===== config.mk =====
export PLATFORM = sky130hd
export DESIGN_NAME = tsq_ctrl
export DESIGN_NICKNAME = d
export VERILOG_FILES = /design/src/tsq_pkg.sv /design/src/tsq_ctrl.sv
export SDC_FILE = /design/constraint.sdc
export NUM_CORES = 1
export LEC_CHECK = 0
export BUFFER_PORTS_ARGS = -buffer_cell sky130_fd_sc_hd__buf_2
export CAP_MARGIN = 20
export CORE_AREA = 4 4 41 43
export CTS_CLUSTER_DIAMETER = 120
export DETAILED_ROUTE_END_ITERATION = 8
export DIE_AREA = 0 0 45 47
export GPL_ROUTABILITY_DRIVEN = 0
export SYNTH_ARGS = -nofsm -noshare
export SYNTH_HDL_FRONTEND = slang
export SYNTH_SLANG_ARGS = --single-unit

===== constraint.sdc =====
create_clock -name i_clk -period 2.3 [get_ports i_clk]
set_input_delay 0.23 -clock i_clk [delete_from_list [all_inputs] [get_ports i_clk]]
set_output_delay 0.23 -clock i_clk [all_outputs]
set_load 0.02 [all_outputs]

===== src/tsq_pkg.sv =====
package tsq_pkg;

    // Queue size and the width of a counter that can hold it.
    localparam int DEPTH = 32;
    localparam int CNT_W = $clog2(DEPTH + 1);

    // Field widths fixed by the interface.
    localparam int STAMP_W = 48;
    localparam int REF_W   = 32;
    localparam int FILL_W  = 6;

    // Command codes.
    localparam logic CMD_INSERT = 1'b0;
    localparam logic CMD_DRAIN  = 1'b1;

    // Result status codes.
    localparam logic [1:0] ST_ACCEPTED = 2'd0;
    localparam logic [1:0] ST_DROPPED  = 2'd1;
    localparam logic [1:0] ST_DRAINED  = 2'd2;

    typedef struct packed {
        logic               cmd;
        logic [STAMP_W-1:0] stamp;
        logic [REF_W-1:0]   tx_ref;
    } t_in_item;

    typedef struct packed {
        logic [1:0]         status;
        logic [STAMP_W-1:0] out_stamp;
        logic [REF_W-1:0]   out_ref;
        logic [FILL_W-1:0]  fill;
        logic               last;
    } t_out_item;

    // Commands from the controller to the datapath.
    typedef struct packed {
        logic load;        // capture the new entry and its compare vector
        logic insert;      // place the captured entry, or drop it if full
        logic drain_step;  // emit the head entry and shift the queue down
    } t_dp_cmd;

    // Status from the datapath to the controller.
    typedef struct packed {
        logic empty;       // no entries stored
        logic one_left;    // exactly one entry stored
        logic out_free;    // output register can take a result this cycle
    } t_dp_status;

endpackage


===== src/tsq_ctrl.sv =====
module tsq_ctrl
    import tsq_pkg::*;
(
    input  logic       i_clk,
    input  logic       i_rst_n,
    input  logic       i_in_valid,
    input  logic       i_cmd,
    output logic       o_in_ready,
    input  t_dp_status i_status,
    output t_dp_cmd    o_dp_cmd
);

    localparam logic [1:0] S_IDLE  = 2'd0;
    localparam logic [1:0] S_INS   = 2'd1;
    localparam logic [1:0] S_DRAIN = 2'd2;

    logic [1:0] r_state;
    logic [1:0] n_state;
    logic       in_fire;

    assign o_in_ready = (r_state == S_IDLE);
    assign in_fire    = i_in_valid && o_in_ready;

    // Command decode and next state.
    always_comb begin
        n_state             = r_state;
        o_dp_cmd.load       = 1'b0;
        o_dp_cmd.insert     = 1'b0;
        o_dp_cmd.drain_step = 1'b0;
        unique case (r_state)
            S_IDLE: begin
                if (in_fire) begin
                    if (i_cmd == CMD_INSERT) begin
                        o_dp_cmd.load = 1'b1;
                        n_state       = S_INS;
                    end else if (!i_status.empty) begin
                        n_state = S_DRAIN;
                    end
                end
            end
            S_INS: begin
                if (i_status.out_free) begin
                    o_dp_cmd.insert = 1'b1;
                    n_state         = S_IDLE;
                end
            end
            S_DRAIN: begin
                if (i_status.out_free) begin
                    o_dp_cmd.drain_step = 1'b1;
                    if (i_status.one_left) begin
                        n_state = S_IDLE;
                    end
                end
            end
            default: begin
                n_state = S_IDLE;
            end
        endcase
    end

    // State register.
    always_ff @(posedge i_clk) begin
        if (!i_rst_n) begin
            r_state <= S_IDLE;
        end else begin
            r_state <= n_state;
        end
    end

endmodule


==> run_results.csv <==
group,metric,value,unit
global_routing,use_met1,0.04525,
timing,report.final.slew_viol_count,0,
synth,ys_ff_latch,2,
power_and_ir_drop,p_per_area,629.1,mW/mm2
drt,vias,155,
timing,setup-tns-final,0,ns
timing,setup-violations-final,0,
floorplanning,die_y,47,um
finish,finalNetCount,38,
drt,drc_errors,0,
finish,layout_common_cells,"10 x buf_2, 3 x clkbuf_4, 2 x nor2_1, 2 x nand2_1, 2 x dfxtp_1",
synth,synth_cells,16,
finish,fill_cells,164,
drt,drt_iter0_markers,2,
global_routing,grt_pass1_vias,147,
synth,syn_nets,23,
clock_network,cts.clk_slew.worst_paths,0.03,ns
drt,post_drt_wl_per_cell,7.841,um
drt,viasPerCell,3.523,
timing,skew,0.00006856,ns
finish,insertedDiodeCount,0,
global_routing,met3_usage,0.03448,
synth,synth_cell_types,13,
outcome,outcome,"finished clean",
global_routing,grt_use_met2,0.05650,
setup_path,critical_path_arrival,1.12,ns
timing,slew_headroom,0.8393,
synth,synth_top_area_frac,0.3077,
clock_network,clkSinkCount,2,
clock_network,postCtsSetupBuffers,0,
clock_network,htreeDepth,1,
power_and_ir_drop,p_leak,0.1119,nW
synth,yosys_warnings,0,
timing,fin_crit_sh,0.5880,
floorplanning,start_util,0.1000,
place,dp_hpwl,285.8,um
finish,area_growth,70.19,%
floorplanning,die_w,45,um
timing,rsz0062_at_grt,"false",
drt,drtPass1Iterations,3,
setup_path,critPathLaunchType,"flop",
power_and_ir_drop,peakVddDrop,0.09772,mV
setup_path,path_class,"flop to primary output",
finish,layout_commonest_cell,"buf_2",
global_routing,antenna_found_initial,0,
timing,fin_crit,1.352,ns
clock_network,clockBufferDepth,2,
finish,drive_gt1_frac,0.4828,
finish,area.sequential,40.04,um2
synth,yosys-top-cells-area,"dfxtp_1 31%, a32o_1 7.7%, and2b_2 6.7%",
clock_network,worstSkewPairLatency,0.22,ns
synth,syn-cell-area,130.1,um2
job,cap_violations,0,
setup_path,crit_required,2.07,ns
global_routing,grt-ovfl-total,0,
finish,largestRegisters,"r_state (2)",
clock_network,hold_buffers,0,
timing,worstMarginPinSlew,0.2406,ns
drt,postRouteAntennaNets,0,
drt,totalWireLength,345,um
clock_network,cts_tree,"yes",
timing,fmax,739.4,MHz
setup_path,critPathCaptureType,"primary output",
global_routing,grt_max_degree,7,
finish,regMostFlops,"r_state",
global_routing,grt-busiest-layer,"met2",
clock_network,cts_resized,0,
finish,fin_util,0.1702,
clock_network,clockRootBuffer,"clkbuf_4",
synth,synth_seq_area_share,0.3077,
place,io_buffers,10,
floorplanning,rows,13,
clock_network,cts_inserted_buffers,3,
synth,yosys.area.top_type,"dfxtp_1",
finish,multi_input_area,90.09,um2
power_and_ir_drop,power,0.0001393,W
finish,largest_reg_flops,2,
floorplanning,core,0.001301,mm2
floorplanning,die_area,0.002115,mm2
floorplanning,ios,11,
global_routing,grtUsageTotal,0.04574,
setup_path,cp_max_fo,6,
timing,hold_viol,0,
global_routing,grt_first_pass_wirelength,600,um
synth,avgSynthCellArea,8.133,um2
min_path,min_path_type,"input pin to flop",
[final timing paths]
check	start	to	slack, ns	depth (start not counted)
worst max-delay path	r_state[0]$_SDFFE_PN0P_	o_dp_cmd[0]	0.95	3
worst min-delay path	i_rst_n	r_state[0]$_SDFFE_PN0P_	0.27	3
worst max register to register	r_state[0]$_SDFFE_PN0P_	r_state[1]$_SDFFE_PN0P_	1.33	2
worst min register to register	r_state[1]$_SDFFE_PN0P_	r_state[0]$_SDFFE_PN0P_	0.57	2
[stage by stage]
stage                     instances  worst slack (ns)  hold WS, ns  cell area (um2)
after floorplan                  16             1.174       0.3594            130.1
after global placement           41             1.162       0.4970            198.9
after detailed placement         41             1.172       0.4975            198.9
after CTS                        44            0.9292       0.2599            221.5
after global routing             44            0.7889       0.2828            221.5
final                            44            0.9476       0.2706            221.5
[logic make-up after synthesis]
group              after synthesis  share of synthesized area
DFF                              2                     0.3077
and+or+nand+nor                 12                     0.5771
AOI/OAI and AO/OA                2                     0.1154
[routing by layer]
metal | share of wire | routed length [um]
met5 | 0 | 0
met4 | 0 | 0
met2 | 0.46 | 158
met3 | 0.16 | 56
met1 | 0.38 | 130
[power breakdown]
part / leakage (nW) / internal (W) / total (W) / switching (W)
combinational: 0.0818 / 0.0000121 / 0.0000244 / 0.0000123
sequential: 0.0164 / 0.0000369 / 0.0000388 / 0.00000192
clock: 0.0138 / 0.0000575 / 0.0000761 / 0.0000187
[Yosys cell counts]
master and n:
nand2b_1 1, and2_1 1, nand2_1 2, or2b_1 1
a32o_1 1, or3b_1 1, dfxtp_1 2, nor2_1 2
nor3b_1 1, and2b_2 1, nor2b_1 1, a21oi_1 1
and3b_1 1
[critical path: stages (launching register included)]
cell,delay (ns)
dfxtp_1,0.37
and2b_2,0.24
and2_1,0.14
buf_2,0.15
[area by class of cell]
cell class | count | share of cell area
repair buffers | 10 | 0.2260
clock buffers | 3 | 0.1017
well taps | 15 | 0.08475
flip-flops and latches | 2 | 0.1808
multi-input cells | 14 | 0.4068
Power figures use the tool's default switching activity.
